===== src/rtl/obb_pkg.sv =====
// obb_pkg: shared types and constants for the oriented-box overlap block.
// No dependencies.
`timescale 1ns / 1ps
`default_nettype none
package obb_pkg;
    localparam logic OP_LOAD = 1'b0;
    localparam logic OP_TEST = 1'b1;

    // sub-steps run for each of the four axes
    localparam logic [2:0] SUB_TX  = 3'd0;   // acc = tx * a.x
    localparam logic [2:0] SUB_TY  = 3'd1;   // acc += ty * a.y, seed rhs
    localparam logic [2:0] SUB_H1  = 3'd2;   // rhs += h1 * |p1.a|
    localparam logic [2:0] SUB_H2  = 3'd3;   // rhs += h2 * |p2.a|
    localparam logic [2:0] SUB_CMP = 3'd4;   // exact compare

    localparam int unsigned NUM_AXES = 4;

    // controller -> datapath commands
    typedef struct packed {
        logic       load;      // capture reference box
        logic       capture;   // capture test box, clear flags
        logic       mul_go;    // run one product step
        logic [1:0] axis;      // axis under test
        logic [2:0] sub;       // sub-step within the axis
        logic       finish;    // resolve result, update reference
    } t_dp_cmd;
endpackage
`default_nettype wire


===== src/rtl/obb_ctrl.sv =====
// obb_ctrl: sequencer for load and test beats.
// Depends on obb_pkg.
`timescale 1ns / 1ps
`default_nettype none
module obb_ctrl
    import obb_pkg::*;
(
    input  wire logic    i_clk,
    input  wire logic    i_rst_n,
    input  wire logic    i_in_fire,
    input  wire logic    i_op,
    input  wire logic    i_out_busy,
    output logic         o_in_ready,
    output logic         o_res_valid,
    output t_dp_cmd      o_cmd
);
    localparam logic [1:0] S_IDLE = 2'd0;
    localparam logic [1:0] S_RUN  = 2'd1;
    localparam logic [1:0] S_FIN  = 2'd2;

    logic [1:0] r_state, n_state;
    logic [1:0] r_axis, n_axis;
    logic [2:0] r_sub, n_sub;

    always_comb begin
        n_state = r_state;
        n_axis  = r_axis;
        n_sub   = r_sub;
        o_cmd   = '0;
        o_res_valid = 1'b0;
        o_in_ready  = 1'b0;
        o_cmd.axis  = r_axis;
        o_cmd.sub   = r_sub;
        unique case (r_state)
            S_IDLE: begin
                o_in_ready = 1'b1;
                if (i_in_fire) begin
                    if (i_op == OP_LOAD) begin
                        o_cmd.load = 1'b1;
                    end else begin
                        o_cmd.capture = 1'b1;
                        n_axis  = '0;
                        n_sub   = SUB_TX;
                        n_state = S_RUN;
                    end
                end
            end
            S_RUN: begin
                o_cmd.mul_go = 1'b1;
                if (r_sub == SUB_CMP) begin
                    n_sub = SUB_TX;
                    if (r_axis == 2'(NUM_AXES - 1)) begin
                        n_state = S_FIN;
                    end else begin
                        n_axis = r_axis + 2'd1;
                    end
                end else begin
                    n_sub = r_sub + 3'd1;
                end
            end
            S_FIN: begin
                if (!i_out_busy) begin
                    o_cmd.finish = 1'b1;
                    o_res_valid  = 1'b1;
                    n_state = S_IDLE;
                end
            end
            default: n_state = S_IDLE;
        endcase
    end

    always_ff @(posedge i_clk) begin
        if (!i_rst_n) begin
            r_state <= S_IDLE;
            r_axis  <= '0;
            r_sub   <= SUB_TX;
        end else begin
            r_state <= n_state;
            r_axis  <= n_axis;
            r_sub   <= n_sub;
        end
    end
endmodule
`default_nettype wire


===== config.mk =====
export PLATFORM = sky130hd
export DESIGN_NAME = obb_ctrl
export DESIGN_NICKNAME = d
export VERILOG_FILES = /design/src/rtl/obb_pkg.sv /design/src/rtl/obb_ctrl.sv
export SDC_FILE = /design/constraint.sdc
export NUM_CORES = 1
export LEC_CHECK = 0
export BUFFER_PORTS_ARGS = -buffer_cell sky130_fd_sc_hd__buf_2
export CAP_MARGIN = 40
export CELL_PAD_IN_SITES_DETAIL_PLACEMENT = 0
export CELL_PAD_IN_SITES_GLOBAL_PLACEMENT = 1
export CORE_AREA = 2 2 39 41
export DETAILED_ROUTE_END_ITERATION = 10
export DIE_AREA = 0 0 41 43
export PLACE_DENSITY_LB_ADDON = 0.1
export SYNTH_ARGS = -nofsm -noshare
export SYNTH_HDL_FRONTEND = slang
export SYNTH_SLANG_ARGS = --single-unit

===== constraint.sdc =====
create_clock -name i_clk -period 3.7 [get_ports i_clk]
set_input_delay 0.37 -clock i_clk [delete_from_list [all_inputs] [get_ports i_clk]]
set_output_delay 0.37 -clock i_clk [all_outputs]
set_load 0.01 [all_outputs]

==> results by group, run 1 <==
Layout
  • Finished Core Util: a little over a third
  • Post-route cell area: 504 sq um
  • Layout cells sized above 1: about a third
  • Register area: about 140 sq um
  • Diode count: 0
  • Nets: 73
  • Multi-input logic area: between 200 and 250 sq um
  • Area grow syn2layout: 25.5%
  • Fin cells: 80
  • Fillers: around 160

Synth
  • Asr flop ratio synth: 0%
  • Synth cell count leaders: dfxtp_1 (7), nand2_1 (5), nor2_1 (5)
  • Post-synth top area cell: dfxtp_1
  • Post-Synth XOR/XNOR Area: 0%
  • Count leader, synth: dfxtp_1
  • Mapped Nets: 55
  • Seq/Total Area, Yosys: 34.9%
  • Avg Inst Size Synth: about 8.5 sq um
  • Largest cells by area after synthesis: dfxtp_1 (35%), ha_1 (9.3%), nand2_1 (4.7%)
  • Post-synthesis mux area share: 0%
  • FF+latch count, synth: 7
  • Largest family of logic cells by synthesized area: simple AND/OR/NAND/NOR gates
  • Top cell type's share of synthesized area: a little over a third
  • Synth unique cells: 24
  • Post-synth EDFFs: 0
  • Post-Synthesis Cells: 47
  • Simple-gate area share of the yosys netlist: a little under a third
  • Synth Area in Adders: 9.35%
  • Compound-Gate Fraction of Synth Area: roughly 16%
  • Post-Syn Area: 402 sq um
  • Synth warn: 0
  • Main flop type after synthesis: dfxtp_1

GRT
  • Initial antenna violation count: 0
  • Vias in the first global route: about 340
  • Gr ovfl total: 0
  • First-pass GRT wire length: approximately 1.4 mm
  • Total GRT Usage: roughly 12%
  • Largest net degree at the start of global routing: 9

Outcome
  • Outcome: complete, no violations

Timing
  • Slew @ Worst Pin: ~380 ps
  • Relative slew slack: 74.3%
  • Fin crit share: 41.9%
  • Final hold violations: 0
  • Final Setup Violations: 0
  • RSZ-0062 raised after global routing: false
  • Fin. max-slew vios: 0
  • Period minus WS final: roughly 1600 ps
  • Setup Skew: 7.65 ps
  • Sum Neg Setup Slack: 0 ps
  • Maximum clock frequency: 645 MHz

Route
  • Final wirelength: between 800 and 900 microns
  • Count of antenna-violating nets left after detailed routing: 0
  • Pre-antenna DRT Iters: 4
  • Starting DRT DRC Count: 5
  • Avg WL per Cell: 11.0 microns
  • Drt drc: 0
  • DR vias/cell: slightly below 5
  • DR vias: between 300 and 400

Clock network
  • Post-CTS Setup Bufs: 0
  • Number of buffers created by CTS: 3
  • Clock root buffer: clkbuf_4
  • Clock Sinks: 7
  • Hold_buf cts: 0
  • CTS tree: yes
  • Cts repair resizes: 0
  • Clock latency on the worst-skew pair: approximately 250 ps
  • Worst-path clk slew: ~60 ps
  • Clk buf depth: 2
  • H-tree levels: 1

Worst hold path
  • Min-Delay Path Class: in -> reg

Floorplanning
  • Core ar.: ~1400 sq um
  • Die span in y: ~43 microns
  • Num ports: 16
  • Die W: ~41 microns
  • Die footprint: around 1800 sq um
  • Row count: 14
  • Initial Utilization: 29.0%

Place
  • Routability cong.: roughly 0.68
  • Port buffer count: 15
  • Dpl cells: 76
  • Detailed Place HPWL: slightly below 700 microns
  • Cell Area, Placed: around 480 sq um

Critical path
  • Crit. End Element: output port
  • Arr. time, crit path: between 1000 and 1500 ps
  • Crit path launch type: flop
  • Crit path max fanout: 8
  • Setup CP Type: reg -> out
  • CP required: around 3300 ps

Power
  • P per Cell Area: 341 nW/um^2
  • Peak supply drop: between 0.1 and 0.15 mV
  • P_leak: 0.240 nW
  • Final Total Pwr: roughly 0.17 mW

Job
  • Max Cap Viol: 0
-- layer usage --
layer / routed length (microns) / track usage, %
met5: 0 / 0
met4: 0 / 6.00
met3: 69 / 3.14
met2: 405 / 17.8
met1: 406 / 13.9
-- report_power, final --
| part | switching, mW | internal, mW | total (mW) |
|---|---|---|---|
| registers | 0.00208 | 0.0773 | 0.0793 |
| clock network | 0.0294 | 0.0413 | 0.0707 |
| logic | 0.0131 | 0.00879 | 0.0219 |
-- final timing paths --
| check | start | end | slack (ps) | cells after the start |
|---|---|---|---|---|
| max reg2reg | r_sub[0] | r_axis[0] | 2270 | 5 |
| min | i_rst_n | r_sub[0] | 440 | 3 |
| max | r_state[0] | o_cmd[6] | 2150 | 2 |
| min reg2reg | r_sub[0] | r_sub[0] | 520 | 2 |
-- logic make-up (layout without fill, tap and decap cells) --
logic type                 Yosys count  after routing
AOI/OAI and AO/OA                    9              9
adders and majority gates            3              3
buffers and inverters                6             23
DFF                                  7              7
and+or+nand+nor                     22             22
-- registers in the layout, summed over array words and instances (netlist names) --
register / flops
r_axis: 2
r_state: 2
r_sub: 3
-- layout make-up --
cell class,count,area share (%)
well taps,16,3.97
clock buffers,4,5.21
inverters,4,2.98
flip-flops and latches,7,27.8
repair buffers,15,14.9
multi-input cells,34,45.2
-- placed cells by master, fill, tap and decap left out, drive strengths merged, types with 2 or more instances in the layout --
cell	synthesis	final
and3	2	2
buf	2	15
clkbuf	0	4
a21oi	2	2
ha	3	3
nand3b	2	2
nor2	5	5
inv	4	4
dfxtp	7	7
nand3	2	2
nand2	5	5
-- worst max-delay path, stage by stage (launching register included) --
cell and delay (ps):
dfxtp_1 400, nor2b_2 340, buf_2 190
-- stage by stage --
| step | setup slack, ps | hold slack, ps |
|---|---|---|
| 2_1_floorplan | 2280 | 516 |
| 3_3_place_gp | 2310 | 502 |
| 3_5_place_dp | 2270 | 512 |
| 4_1_cts | 2120 | 428 |
| 5_1_grt | 2030 | 447 |
| 6_report | 2150 | 444 |
(Power assumes the default switching activity.)
==> run 2, diff against run 1 <==
ABC_AREA = 1   (was default)
CORE_AREA = default   (was 2 2 39 41)
CORE_UTILIZATION = 27   (was default)
DIE_AREA = default   (was 0 0 41 43)
clock period = 1.3 ns   (was 3.7 ns; I/O delays follow)
==> run 2 against run 1 <==
Sequential share of layout area down 2.5 points. Largest cell class unchanged. Area after synthesis up 5.3%. Critical path depth up 1. Worst hold slack worse by 340 ps. Highest routed layer is now met4. Worst setup slack worse by 2100 ps.
==> results by group, run 2 <==
Clock network
  • Clock Sinks: 7
  • Hold_buf cts: 0
  • CTS tree: yes
  • Number of buffers created by CTS: 3
  • Clock root buffer: clkbuf_4
  • Clock latency on the worst-skew pair: about 250 ps
  • Clk buf depth: 2
  • H-tree levels: 1
  • Worst-path clk slew: about 50 ps

Layout
  • Diode count: 0
  • Top reg by flops: r_sub
  • Most frequent cells in the layout: nand2_1 (17), buf_2 (15), inv_1 (7)
  • Nets: 90
  • Largest register FFs: 3
  • Register area: roughly 140 sq um
  • Commonest non-fill, non-tap cell in the layout: nand2_1
  • Area grow syn2layout: 34.6%
  • Multi-input logic area: about 260 sq um
  • Layout cells sized above 1: roughly two fifths
  • Finished Core Util: just over 40%
  • Post-route cell area: 569 sq um
  • Fillers: about 160
  • Top Registers: r_sub (3), r_axis (2), r_state (2)
  • Fin cells: 96

Critical path
  • Setup CP Type: reg -> out
  • FF-to-FF path depth: 7
  • Highest-delay cell along the critical path: dfxtp_2
  • Crit path launch type: flop
  • Worst reg2reg setup slack: roughly 130 ps
  • Crit path max-delay family: flip-flops
  • Crit path max fanout: 6
  • Arr. time, crit path: approximately 1100 ps
  • Critical path depth: 3
  • CP required: around 1200 ps
  • Reg2reg start: r_sub[1]
  • RR Endpoint: r_sub[0]
  • Crit. End Element: output port
  • Critical Path Max Stage Delay: 430 ps
  • CP cell instances: inv_2, nor3_2, buf_2
  • Worst Path Buf+Inv: 2

Outcome
  • Outcome: complete, no violations

Route
  • Starting DRT DRC Count: 3
  • Final wirelength: roughly 1000 microns
  • DR vias/cell: between 4 and 5
  • DR vias: roughly 450
  • Pre-antenna DRT Iters: 2
  • Drt drc: 0
  • Avg WL per Cell: 10.2 microns
  • Count of antenna-violating nets left after detailed routing: 0

Power
  • P_leak: between 0.2 and 0.3 nW
  • P per Cell Area: approximately 1200 nW/um^2
  • Final Total Pwr: ~0.68 mW
  • Peak supply drop: 0.574 mV

Timing
  • Relative slew slack: a little under nine tenths
  • Maximum clock frequency: between 800 and 900 MHz
  • Fin crit share: between 90% and 100%
  • Period minus WS final: roughly 1200 ps
  • Final Setup Violations: 0
  • Fin. max-slew vios: 0
  • Final WS setup: 93.8 ps
  • Slew @ Worst Pin: 225 ps
  • Hold slack: roughly 110 ps
  • RSZ-0062 raised after global routing: false
  • Setup Skew: approximately 4.3 ps
  • Sum Neg Setup Slack: 0 ps
  • Final hold violations: 0

Job
  • Max Cap Viol: 0

Synth
  • Largest cells by area after synthesis: dfxtp_1 (33%), nand2_1 (15%), ha_1 (8.9%)
  • Avg Inst Size Synth: slightly below 7 sq um
  • Asr flop ratio synth: 0%
  • Top cell type's share of synthesized area: about a third
  • Post-synth top area cell: dfxtp_1
  • Seq/Total Area, Yosys: 33.1%
  • Synth warn: 0
  • Mapped Nets: slightly below 70
  • FF+latch count, synth: 7
  • Post-Synthesis Cells: 61
  • Post-synth EDFFs: 0
  • Count leader, synth: nand2_1
  • Main flop type after synthesis: dfxtp_1
  • Post-Syn Area: 423 sq um
  • Synth cell count leaders: nand2_1 (17), dfxtp_1 (7), inv_1 (7)
  • Synth unique cells: 18

Floorplanning
  • Initial Utilization: 30.6%
  • Core ar.: ~1400 sq um
  • Die span in y: 41.6 microns
  • Die W: 41.6 microns
  • Die footprint: between 1500 and 2000 sq um
  • Num ports: 16
  • Row count: 13

Place
  • Routability cong.: a little under 0.7
  • Port buffer count: 15
  • Detailed Place HPWL: approximately 770 microns
  • Dpl cells: about 90
  • Dpl ws: approximately 100 ps
  • Cell Area, Placed: 517 sq um

Worst hold path
  • Depth of the worst hold-timing path: 3
  • Hold path startpoint: i_rst_n
  • Min-Delay Path Class: in -> reg
  • WHS Endpoint: r_axis[1]

GRT
  • Initial antenna violation count: 0
  • Total GRT Usage: 13.6%
  • Largest net degree at the start of global routing: 7
  • First-pass GRT wire length: about 1.7 mm
  • Vias in the first global route: 406
  • Gr ovfl total: 0
==> run 2: report_power, final <==
part / total, mW / switching, mW / internal, mW
registers: 0.268 / 0.0292 / 0.239
logic: 0.214 / 0.123 / 0.0909
clock network: 0.197 / 0.0798 / 0.117
==> run 2: cells by family after synthesis <==
group / Yosys count / share of synthesized area [%]
flops: 7 / 33.1
fa+ha+maj: 3 / 8.88
buf+inv: 10 / 9.77
simple gates: 32 / 35.5
compound gates: 9 / 12.7
==> run 2: worst register-to-register path: cells and delay by family (launching register included) <==
family / cells / cell delay (ps)
AO/OA/AOI/OAI: 1 / 130
adder cells (fa/ha/maj): 1 / 170
buffers and inverters: 2 / 150
flip-flops: 1 / 360
AND/OR/NAND/NOR: 3 / 290
==> run 2: timing repair <==
item | in CTS | in global routing
gates resized for setup | 2 | 4
setup endpoints to repair | 3 | 5
pin swaps | 0 | 2
buffers inserted | 0 | 2
hold endpoints to repair | 0 | 0
==> run 2: per-layer routing <==
layer | part of all wire (%) | wire length [microns] | track usage (%)
met1 | 44 | 436 | 14.5
met2 | 45 | 440 | 19.4
met3 | 6.6 | 65 | 6.96
met4 | 3.9 | 38 | 11.6
met5 | 0 | 0 | 0
==> run 2: layout make-up <==
type | instances | area share, %
multi-input cells | 44 | 45.1
flip-flops and latches | 7 | 25.3
repair buffers | 17 | 15.8
inverters | 9 | 5.93
clock buffers | 4 | 4.62
well taps | 15 | 3.30
==> run 2: how the worst max path moves through the flow <==
stage | from | end | slack [ps]
global placement | r_sub[0] | r_axis[1] | 140
floorplan | r_state[1] | o_cmd[0] | 120
CTS | r_state[0] | o_cmd[0] | 6
global route | r_state[1] | o_res_valid | 3
finish | r_state[1] | o_cmd[0] | 90
detailed placement | r_sub[0] | r_sub[0] | 100
